$ cat src/hdl/sfr_pkg.sv
// ----------------------------------------------------------------------------
// sfr_pkg
// Types, codes and the CRC-CCITT byte update for the stuffed frame receiver.
// ----------------------------------------------------------------------------
package sfr_pkg;

   localparam logic [7:0]  SYNC_CHAR = 8'h31;
   localparam logic [7:0]  ESC_CHAR  = 8'h30;
   localparam logic [15:0] CRC_INIT  = 16'hFFFF;
   localparam logic [15:0] CRC_POLY  = 16'h8408;

   typedef enum logic [2:0] {
      PH_SYNC1 = 3'd0,
      PH_SYNC2 = 3'd1,
      PH_LEN   = 3'd2,
      PH_DATA  = 3'd3,
      PH_CRCLO = 3'd4,
      PH_CRCHI = 3'd5
   } phase_type;

   typedef enum logic [1:0] {
      KIND_DATA   = 2'd0,
      KIND_OK     = 2'd1,
      KIND_BADCRC = 2'd2,
      KIND_ABORT  = 2'd3
   } kind_type;

   typedef struct packed {
      logic       valid;
      kind_type   kind;
      logic [7:0] payload_byte;
   } result_type;

   // reflected CRC-CCITT, one byte
   function automatic logic [15:0] crc_byte(input logic [15:0] crc, input logic [7:0] b);
      logic [15:0] acc;
      acc = crc ^ {8'h00, b};
      for (int k = 0; k < 8; k++) begin
         if (acc[0]) begin
            acc = (acc >> 1) ^ CRC_POLY;
         end else begin
            acc = acc >> 1;
         end
      end
      return acc;
   endfunction

endpackage

$ cat src/hdl/sfr_parser.sv
// ----------------------------------------------------------------------------
// sfr_parser
// Frame state machine: sync hunt, unstuffing, length, payload, CRC check.
// ----------------------------------------------------------------------------
module sfr_parser (
   input  logic               clock,
   input  logic               reset,
   input  logic               step_en,
   input  logic [7:0]         rx_byte,
   output sfr_pkg::result_type result
);
   import sfr_pkg::*;

   phase_type   phase_ff,      phase_in;
   logic        esc_ff,        esc_in;
   logic [7:0]  frame_size_ff, frame_size_in;
   logic [8:0]  byte_count_ff, byte_count_in;
   logic [15:0] crc_ff,        crc_in;
   logic [7:0]  crc_low_ff,    crc_low_in;

   logic        in_frame;
   logic        bad_escape;
   logic        escape_start;
   logic [7:0]  data_byte;
   logic [8:0]  count_next;
   logic [15:0] crc_next;
   logic [15:0] crc_got;

   // unstuffing decode
   always_comb begin
      in_frame     = (phase_ff == PH_LEN) || (phase_ff == PH_DATA) ||
                     (phase_ff == PH_CRCLO) || (phase_ff == PH_CRCHI);
      bad_escape   = in_frame && esc_ff && (rx_byte != ESC_CHAR);
      escape_start = in_frame && !esc_ff && (rx_byte == SYNC_CHAR);
      data_byte    = esc_ff ? SYNC_CHAR : rx_byte;
      count_next   = byte_count_ff + 9'd1;
      crc_next     = crc_byte(crc_ff, data_byte);
      crc_got      = {data_byte, crc_low_ff};
   end

   // next state
   always_comb begin
      phase_in      = phase_ff;
      esc_in        = esc_ff;
      frame_size_in = frame_size_ff;
      byte_count_in = byte_count_ff;
      crc_in        = crc_ff;
      crc_low_in    = crc_low_ff;
      if (!in_frame) begin
         esc_in = 1'b0;
         if (phase_ff == PH_SYNC2) begin
            phase_in      = (rx_byte == SYNC_CHAR) ? PH_LEN : PH_SYNC1;
            crc_in        = CRC_INIT;
            byte_count_in = '0;
         end else begin
            phase_in = (rx_byte == SYNC_CHAR) ? PH_SYNC2 : PH_SYNC1;
         end
      end else if (bad_escape) begin
         esc_in   = 1'b0;
         phase_in = PH_SYNC1;
      end else if (escape_start) begin
         esc_in = 1'b1;
      end else begin
         esc_in = 1'b0;
         case (phase_ff)
            PH_LEN: begin
               frame_size_in = data_byte;
               byte_count_in = '0;
               crc_in        = CRC_INIT;
               phase_in      = (data_byte == 8'd0) ? PH_CRCLO : PH_DATA;
            end
            PH_DATA: begin
               crc_in        = crc_next;
               byte_count_in = count_next;
               if (count_next >= {1'b0, frame_size_ff}) begin
                  phase_in = PH_CRCLO;
               end
            end
            PH_CRCLO: begin
               crc_low_in = data_byte;
               phase_in   = PH_CRCHI;
            end
            default: begin
               phase_in = PH_SYNC1;
            end
         endcase
      end
   end

   // result
   always_comb begin
      result.valid        = 1'b0;
      result.kind         = KIND_DATA;
      result.payload_byte = 8'd0;
      if (bad_escape) begin
         result.valid = 1'b1;
         result.kind  = KIND_ABORT;
      end else if (in_frame && !escape_start) begin
         case (phase_ff)
            PH_DATA: begin
               result.valid        = 1'b1;
               result.kind         = KIND_DATA;
               result.payload_byte = data_byte;
            end
            PH_CRCHI: begin
               result.valid = 1'b1;
               result.kind  = (crc_got == crc_ff) ? KIND_OK : KIND_BADCRC;
            end
            default: begin
               result.valid = 1'b0;
            end
         endcase
      end
   end

   always_ff @(posedge clock) begin
      if (reset) begin
         phase_ff      <= PH_SYNC1;
         esc_ff        <= 1'b0;
         frame_size_ff <= 8'd0;
         byte_count_ff <= 9'd0;
         crc_ff        <= CRC_INIT;
         crc_low_ff    <= 8'd0;
      end else if (step_en) begin
         phase_ff      <= phase_in;
         esc_ff        <= esc_in;
         frame_size_ff <= frame_size_in;
         byte_count_ff <= byte_count_in;
         crc_ff        <= crc_in;
         crc_low_ff    <= crc_low_in;
      end
   end

endmodule

$ cat src/hdl/stuffed_frame_receiver_crc16.sv
// ----------------------------------------------------------------------------
// stuffed_frame_receiver_crc16
// Byte-stuffed frame receiver with reflected CRC-CCITT check.
// ----------------------------------------------------------------------------
// Throughput: one input word per cycle while the result channel does not stall;
//   the input register, frame state machine and result register form a two-stage
//   pipeline, and the result of an accepted input word is held in the result register.
// A stall on the result channel holds the pipe once the result register is full.
// Synchronous reset empties both registers and returns to sync hunt.
module stuffed_frame_receiver_crc16 (
   input  logic                clock,
   input  logic                reset,
   input  logic                req_valid,
   output logic                req_stall,
   input  logic [7:0]          req_rx_byte,
   output logic                rsp_valid,
   input  logic                rsp_stall,
   output logic [1:0]          rsp_kind,
   output logic [7:0]          rsp_payload_byte
);
   import sfr_pkg::*;

   logic       in_valid_ff;
   logic [7:0] in_byte_ff;
   logic       rsp_valid_ff;
   logic [1:0] rsp_kind_ff;
   logic [7:0] rsp_payload_ff;
   logic       advance;
   result_type result;

   assign advance   = in_valid_ff && (!rsp_valid_ff || !rsp_stall);
   assign req_stall = in_valid_ff && !advance;

   sfr_parser u_parser (
      .clock   (clock),
      .reset   (reset),
      .step_en (advance),
      .rx_byte (in_byte_ff),
      .result  (result)
   );

   always_ff @(posedge clock) begin
      if (reset) begin
         in_valid_ff <= 1'b0;
      end else if (req_valid && !req_stall) begin
         in_valid_ff <= 1'b1;
      end else if (advance) begin
         in_valid_ff <= 1'b0;
      end
   end

   always_ff @(posedge clock) begin
      if (req_valid && !req_stall) begin
         in_byte_ff <= req_rx_byte;
      end
   end

   always_ff @(posedge clock) begin
      if (reset) begin
         rsp_valid_ff <= 1'b0;
      end else if (advance) begin
         rsp_valid_ff <= result.valid;
      end else if (!rsp_stall) begin
         rsp_valid_ff <= 1'b0;
      end
   end

   always_ff @(posedge clock) begin
      if (advance && result.valid) begin
         rsp_kind_ff    <= result.kind;
         rsp_payload_ff <= result.payload_byte;
      end
   end

   assign rsp_valid        = rsp_valid_ff;
   assign rsp_kind         = rsp_kind_ff;
   assign rsp_payload_byte = rsp_payload_ff;

endmodule

$ cat config.mk
export PLATFORM = sky130hd
export DESIGN_NAME = stuffed_frame_receiver_crc16
export DESIGN_NICKNAME = d
export VERILOG_FILES = /design/src/hdl/sfr_pkg.sv /design/src/hdl/sfr_parser.sv /design/src/hdl/stuffed_frame_receiver_crc16.sv
export SDC_FILE = /design/constraint.sdc
export NUM_CORES = 1
export LEC_CHECK = 0
export ABC_AREA = 0
export BUFFER_PORTS_ARGS = -buffer_cell sky130_fd_sc_hd__buf_2
export CORE_MARGIN = 2
export CORE_UTILIZATION = 56
export CTS_CLUSTER_DIAMETER = 150
export DETAILED_ROUTE_END_ITERATION = 10
export PLACE_DENSITY = 0.81
export SYNTH_ARGS = -nofsm -noshare
export SYNTH_HDL_FRONTEND = slang
export SYNTH_SLANG_ARGS = --single-unit
$ cat constraint.sdc
create_clock -name clock -period 4.25 [get_ports clock]
set_clock_uncertainty 0.05 [all_clocks]
set_input_delay 0.425 -clock clock [delete_from_list [all_inputs] [get_ports clock]]
set_output_delay 0.425 -clock clock [all_outputs]
set_load 0.01 [all_outputs]
* After elaboration in Yosys (flattened, before gate mapping) *
Index checks and enable logic that the tools add are counted.

cells by class
  $add $sub $neg = 1
  magnitude comparators = 1
  equal/unequal tests = 14
  muxes and demuxes = 41
  bitwise operators = 13
  reduce and logical (&&, ||, !) cells = 28

operators by type and width
  operator               number
  $mux W16               12
  $mux W9                4
  $pmux W16 S2           1
  $not A2 Y3             8
  $mux W3                6
  $pmux W9 S2            1
  $eq A16 B16 Y1         1
  $mux W8                2
  $xor A16 B8 Y16        1
  $reduce_and A5 Y1      3
  $mux W11               1
  $add A9 B1 Y9 const B  1
  $ge A9 B8 Y1           1
  $logic_and A1 B1 Y1    9
  $mux W1                9
  $pmux W3 S3            1
  $eq A8 B6 Y1 const B   1
  $logic_not A8 Y1       1
  $mux W2                4
  $ne A8 B6 Y1 const B   1
  $eq A3 B2 Y1 const B   2
  $eq A3 B3 Y1 const B   2
  $logic_not A1 Y1       6
  $ne A3 B3 Y1 const B   2
  other kinds (10)       18

storage, ports and cells
  register bits = 65
  logic and storage cells = 109

* Logic depth before layout (Yosys ltp) *
Gate-level depths: netlist (run 1).

  word-level depth = 22
  gate-level depth with buffers = 11
  gate-level depth less buffers = 11

* Cells and area by module *
A second synthesis (run 1) with hierarchy kept.

unflattened totals
  cell total of the unflattened synthesis = 387
  area total of the unflattened synthesis = 3,607.2 um^2

by module, submodules not included
  module                        times used  cells an instance  area an instance (um^2)
  sfr_parser                    1           357                2,972.9
  stuffed_frame_receiver_crc16  1           30                 634.4

* Least setup slack after synthesis (run 1) *
No wires, ideal clock.

  kind = flip-flop to flip-flop
  from = register u_parser.byte_count_ff[0]
  to = register u_parser.phase_ff[1]
  arrival = 2,470 ps
  data required time = 4,109 ps
  slack = 1,639 ps
  stages on the path, launching flop included = 12
  path through = dfxtp_1 -> ha_1 -> nand3_1 -> nor2_1 -> xor2_1 -> ha_1 -> o21ai_0 -> nor2_1 -> a2111oi_0 -> nand3_1 -> a21o_2 -> a311oi_1

between the ends
  longest elaborated chain between the ends = 4

RTL lines
  item                                RTL line           text
  from (decl)                         sfr_parser.sv:17   logic [8:0] byte_count_ff, byte_count_in;
  from (signal assigned)              sfr_parser.sv:128  byte_count_ff <= byte_count_in;
  $add A9 B1 Y9                       sfr_parser.sv:36   count_next = byte_count_ff + 9'd1;
  $ge A9 B8 Y1                        sfr_parser.sv:75   if (count_next >= {1'b0, frame_size_ff}) begin
  $ne A4 B4 Y1 (no source line)       -
  $reduce_and A3 Y1 (no source line)  -
  to (signal assigned)                sfr_parser.sv:125  phase_ff <= phase_in;
  to (decl)                           sfr_parser.sv:14   phase_type phase_ff, phase_in;

Every way passes these cells.
A chain may end at the register's enable or synchronous reset.

* Final worst setup path (run 1) *
  from = register u_parser.byte_count_ff[0]
  to = register u_parser.phase_ff[0]

The elaborated chain is that of the path after synthesis.

==> flow_metrics.py, run 1 <==
metrics = {
    "status": {
        "status": "finished, final reports clean",
    },
    "clock_tree": {
        "clk_latency_ps": 360,
        "postCtsHoldBufs": 0,
        "cts_setup_buffers": 0,
        "clock_tree.buffer_depth": 2,
        "cts.htree.levels": 3,
        "cts_tree": "yes",
        "numCtsBuffers": 9,
        "clk_pin_slew_ps": 80,
        "clock-sinks": 65,
        "root_buffer": "clkbuf_8",
        "ctsResizeCount": 0,
    },
    "sta": {
        "relSlewSlack": 0.362,
        "setup_viol": 0,
        "worst_pin_slew_ps": 957,
        "period_minus_slack_ps": 3040,
        "fin_crit_sh": 0.715,
        "slew_viol_final": 0,
        "setup_tns_ps": 0,
        "fmax_mhz": 329,
        "hold_violations": 0,
        "setup_ws_ps": 1210,
        "rsz0062_at_grt": "false",
    },
    "placed_design": {
        "postPlaceCellArea_mm2": 0.00354,
        "pre_cts_ws_ps": 1210,
        "hpwl_mm": 5.45,
        "port_buffers": 23,
        "gp_congestion": 0.885,
    },
    "synthesis": {
        "synth_edf_count": 18,
        "synth_common_cells": "nor2_1 (51), dfxtp_1 (47), xnor2_1 (29)",
        "synth_top_area_frac": 0.276,
        "ys_ff_latch": 65,
        "synth_top_area_cell": "dfxtp_1",
        "synth.cell_area_mm2": 0.00341,
        "syn_inst": 381,
        "synth_top_family_by_area": "simple AND/OR/NAND/NOR gates",
        "synthXorXnorAreaFrac": 0.110,
        "ys_top_cells_by_area": "dfxtp_1 (28%), edfxtp_1 (16%), xnor2_1 (7.4%)",
        "synth_cell_types": 50,
        "async_reset_ff_frac": 0,
        "avgSynthCellArea_um2": 8.96,
        "synthMuxAreaShare": 0.0293,
        "synth-main-ff-cell": "dfxtp_1",
        "synth_warnings": 0,
        "synth_nets": 402,
        "synth_fa_ha_area_frac": 0.0330,
        "ys_seq_area_frac": 0.434,
        "yosysMostFrequentCell": "nor2_1",
        "synthSimpleGateAreaFrac": 0.219,
        "synth-compound-area-share": 0.130,
    },
    "grt": {
        "grt.overflow.total": 0,
        "grt_pass1_wl_mm": 12.5,
        "grt_max_degree": 49,
        "antenna_found_initial": 0,
        "grtUsageTotal": 0.251,
        "first_global_vias": 2597,
    },
    "cells_and_area": {
        "fill_cells": 488,
        "layout-drive-gt1-share": 0.114,
        "diodes": 0,
        "finalNetCount": 419,
        "postLayoutCellArea_mm2": 0.00376,
        "syn_to_final_growth_pct": 10.1,
    },
    "floorplanning": {
        "pin_count": 24,
        "design.die.area_mm2": 0.00673,
        "core_mm2": 0.00592,
        "rows": 28,
        "die_w_um": 82.1,
        "initial_core_util": 0.576,
        "die_h_um": 82.1,
    },
    "detailed_routing": {
        "viasPerCell": 5.99,
        "wl_per_cell_um": 16.0,
        "dr.pass1.iters": 6,
        "dr_total_vias": 2862,
        "wirelength_mm": 7.66,
        "ant_nets": 0,
        "drc": 0,
        "drtIter0Drc": 323,
    },
    "setup_path": {
        "slowest_stage": "dfxtp_1",
        "cp.arrival_ps": 3250,
        "worstSetupStartpointType": "register",
        "cp-end-kind": "register",
        "critPathLaunch": "u_parser.byte_count_ff[0]",
        "rr_worst_depth": 11,
        "r2r_setup_slack_ps": 1210,
        "worstPathMaxFanout": 6,
        "regToRegStartpoint": "u_parser.byte_count_ff[0]",
        "cp.required_ps": 4470,
        "r2r_end": "u_parser.phase_ff[0]",
        "crit_chain": "ha_1 > nand3_1 > nor2_1 > xor2_1 > ha_1 > o21ai_0 > nor2_1 > a2111oi_0 > nand3_1 > a21o_2 > a311oi_1",
        "critPathMaxStageDelay_ps": 430,
        "worstSetupPathType": "register to register",
    },
    "worst_hold_path": {
        "worstHoldPathCells": 1,
        "hold_end": "in_byte_ff[4]",
        "worst_hold_path_type": "input port to register",
        "holdCritStartpoint": "req_rx_byte[4]",
    },
    "flow_run": {
        "maxCapViolCount": 0,
    },
    "pwr": {
        "leakage_uw": 0.00132,
        "ir_drop_mv": 0.227,
        "p_per_area_mw_per_mm2": 355,
    },
}
critical path: cells and delay by family (launching register included):
kind | cells | cell delay (ps)
and+or+nand+nor | 4 | 640
AOI/OAI and AO/OA | 4 | 1040
DFF | 1 | 430
adders and majority gates | 2 | 560
xor gates and xnor gates | 1 | 220
flip-flops by register name (all words and copies together) (netlist names):
signal / flops
in_byte_ff: 8
u_parser.crc_low_ff: 8
rsp_payload_byte: 8
rsp_valid: 1
rsp_kind: 2
in_valid_ff: 1
u_parser.esc_ff: 1
u_parser.phase_ff: 3
u_parser.crc_ff: 16
u_parser.frame_size_ff: 8
u_parser.byte_count_ff: 9
routing by layer:
metal / wire length (um) / share of wire / global-route usage
met5: 0 / 0 / 0
met1: 3340 / 0.44 / 0.327
met3: 548 / 0.072 / 0.0440
met4: 184 / 0.024 / 0.132
met2: 3590 / 0.47 / 0.398
metrics by stage:
| stage | total power [uW] | hold WS [ps] | utilization | instances |
|---|---|---|---|---|
| after floorplan | 749 | 382 | - | 381 |
| final | 1330 | 185 | 0.635 | 478 |
| after CTS | 1330 | 179 | 0.635 | 478 |
| after global routing | 1370 | 176 | 0.635 | 478 |
| after detailed placement | 778 | 395 | 0.598 | 462 |
| after global placement | 776 | 391 | 0.598 | 462 |
final cells by class:
cell class | count | area [um^2] | area share
timing repair buffer | 25 | 130 | 0.0346
clock inverter | 6 | 65.1 | 0.0173
multi-input combinational | 282 | 1780 | 0.474
sequential | 65 | 1480 | 0.394
inverter | 15 | 56.3 | 0.0150
clock buffer | 10 | 149 | 0.0396
tap | 75 | 93.8 | 0.0250
power breakdown:
| group | internal, uW | switching, uW | leakage, uW | total [uW] |
|---|---|---|---|---|
| registers | 645 | 14.4 | 0.000528 | 659 |
| clock network | 306 | 259 | 0.000107 | 565 |
| logic | 41.4 | 67.8 | 0.000686 | 109 |
cell usage in the layout, fill, tap and decap left out, types with 9 or more instances in the layout:
cell	instances
a21oi_1	21
a31oi_1	10
buf_2	23
clkbuf_8	9
dfxtp_1	47
edfxtp_1	18
ha_1	9
inv_1	15
mux2i_1	10
nand2_1	18
nand3_1	19
nor2_1	51
nor3_1	22
o21ai_0	12
xnor2_1	29
xor2_1	14
logic make-up after synthesis:
kind of cell | count (synthesis)
AOI/OAI and AO/OA | 70
xor gates and xnor gates | 43
adders and majority gates | 9
buffers and inverters | 34
DFF | 65
muxes | 10
and+or+nand+nor | 150
how the worst max path moves through the flow:
stage	depth (start not counted)	end	slack (ps)
2_1_floorplan	11	u_parser.phase_ff[1]	1640
6_report	11	u_parser.phase_ff[0]	1210
4_1_cts	11	u_parser.phase_ff[0]	1200
5_1_grt	11	u_parser.phase_ff[0]	740
3_5_place_dp	11	u_parser.phase_ff[0]	1210
3_3_place_gp	11	u_parser.phase_ff[1]	1350
No activity file was read; power rests on OpenSTA's default activity.
==> run 2: changes to the inputs <==
==> constraint.sdc (replaced) <==
create_clock -name clock -period 3 [get_ports clock]
set_clock_uncertainty 0.05 [all_clocks]
set_input_delay 0.3 -clock clock [delete_from_list [all_inputs] [get_ports clock]]
set_output_delay 0.3 -clock clock [all_outputs]
set_load 0.01 [all_outputs]
==> run 2 against run 1 <==
Net effect: wire length up 0.72%; via count down 0.77%; cell count up 1.5%; setup slack worse by 1000 ps.
==> flow_metrics.py, run 2 (synthesized netlist as in run 1, its figures left out) <==
metrics = {
    "status": {
        "status": "finished, final reports clean",
    },
    "detailed_routing": {
        "drtIter0Drc": 252,
        "viasPerCell": 5.86,
        "drc": 0,
        "wl_per_cell_um": 15.9,
        "dr_total_vias": 2840,
        "wirelength_mm": 7.72,
        "dr.pass1.iters": 5,
        "ant_nets": 0,
    },
    "worst_hold_path": {
        "holdCritStartpoint": "req_rx_byte[3]",
        "worst_hold_path_type": "input port to register",
        "hold_end": "in_byte_ff[3]",
        "worstHoldPathCells": 1,
    },
    "cells_and_area": {
        "top_regs": "u_parser.crc_ff: 16 flops, u_parser.byte_count_ff: 9 flops",
        "fill_cells": 477,
        "finalNetCount": 426,
        "largest_reg_flops": 16,
        "final_cell_mix": "nor2_1 (51), dfxtp_1 (46), xnor2_1 (29)",
        "top_register": "u_parser.crc_ff",
        "diodes": 0,
        "instances_no_fill": 485,
        "layout-drive-gt1-share": 0.137,
        "syn_to_final_growth_pct": 12.4,
        "final_common_cell": "nor2_1",
    },
    "setup_path": {
        "r2r_setup_slack_ps": 170,
        "cp.arrival_ps": 3040,
        "cp-end-kind": "register",
        "worstSetupPathType": "register to register",
        "regToRegStartpoint": "u_parser.byte_count_ff[1]",
        "cp.required_ps": 3210,
        "worstPathMaxFanout": 5,
        "r2r_end": "u_parser.phase_ff[0]",
        "worstSetupStartpointType": "register",
        "rr_worst_depth": 11,
    },
    "sta": {
        "rsz0062_at_grt": "false",
        "fin_crit_sh": 0.943,
        "hold_violations": 0,
        "period_minus_slack_ps": 2830,
        "slew_viol_final": 0,
        "setup_tns_ps": 0,
        "relSlewSlack": 0.453,
        "setup_viol": 0,
        "fmax_mhz": 353,
        "worst_pin_slew_ps": 819,
    },
    "clock_tree": {
        "root_buffer": "clkbuf_8",
        "clock_tree.buffer_depth": 2,
        "numCtsBuffers": 9,
        "clk_pin_slew_ps": 80,
        "clk_latency_ps": 350,
        "cts.htree.levels": 3,
        "cts_tree": "yes",
        "clock-sinks": 65,
    },
    "grt": {
        "antenna_found_initial": 0,
        "grt-busiest-layer": "met2",
        "grtUsageMet1": 0.331,
        "grtUsageMet3": 0.0725,
        "grtUsageTotal": 0.253,
        "first_global_vias": 2667,
        "grt.overflow.total": 0,
        "grt_util_met2": 0.393,
        "grt_pass1_wl_mm": 12.6,
        "grt_max_degree": 28,
    },
    "floorplanning": {
        "pin_count": 24,
        "rows": 28,
        "design.die.area_mm2": 0.00673,
        "core_mm2": 0.00592,
        "die_h_um": 82.1,
        "initial_core_util": 0.576,
        "die_w_um": 82.1,
    },
    "placed_design": {
        "gp_congestion": 0.894,
        "dp_cells": 469,
        "port_buffers": 23,
        "hpwl_mm": 5.51,
    },
    "pwr": {
        "ir_drop_mv": 0.312,
        "p_per_area_mw_per_mm2": 490,
        "leakage_uw": 0.00135,
    },
    "flow_run": {
        "maxCapViolCount": 0,
    },
}
## run 2: timing repair
item	CTS	global route
gates resized for setup	1	4
gates cloned	0	0
buffers inserted	0	0
setup endpoints to repair	2	2
hold buffers	0	0
pin swaps	0	0
## run 2: worst max path at each step
stage          slack [ps]                   end                      start
3_3_place_gp          230  u_parser.phase_ff[0]  u_parser.byte_count_ff[0]
2_1_floorplan         390  u_parser.phase_ff[1]  u_parser.byte_count_ff[0]
6_report              170  u_parser.phase_ff[0]  u_parser.byte_count_ff[1]
4_1_cts                40  u_parser.phase_ff[0]  u_parser.byte_count_ff[0]
5_1_grt                30  u_parser.phase_ff[0]  u_parser.byte_count_ff[1]
3_5_place_dp           10  u_parser.phase_ff[1]  u_parser.byte_count_ff[0]
## run 2: layer usage
metal / share of wire / wire length [um]
met1: 0.44 / 3400
met2: 0.47 / 3600
met3: 0.073 / 561
met4: 0.021 / 161
met5: 0 / 0
## run 2: worst max-delay path, stage by stage, from the launching register on
cell and delay [ps]:
dfxtp_1 390, ha_2 240, nand3_2 130, nor2_1 150, xor2_1 200, ha_1 290
o21ai_0 200, nor2_1 110, a2111oi_2 340, nand3_1 160, a21o_2 220, a311oi_1 250
## run 2: final cells by class
type                       instances  area [um^2]  area share
timing repair buffer              32          195      0.0509
multi-input combinational        282         1800       0.468
clock inverter                     4         50.0      0.0131
clock buffer                      12          160      0.0418
sequential                        65         1480       0.387
inverter                          15         56.3      0.0147
tap                               75         93.8      0.0245
## run 2: report_power, final
group	total (uW)	switching (uW)	internal (uW)
Clock	786	344	442
Combinational	160	96.4	63.4
Sequential	934	20.2	914
## run 2: stage by stage
step | hold slack [ps] | worst slack [ps] | area [um^2] | power [uW] | utilization
5_1_grt | 51.4 | 33.7 | 3830 | 1950 | 0.648
4_1_cts | 57.6 | 35.9 | 3820 | 1890 | 0.645
3_5_place_dp | 396 | 10.3 | 3610 | 1110 | 0.609
2_1_floorplan | 349 | 389 | 3410 | 1060 | -
3_3_place_gp | 391 | 234 | 3610 | 1100 | 0.609
6_report | 66.3 | 171 | 3830 | 1880 | 0.648
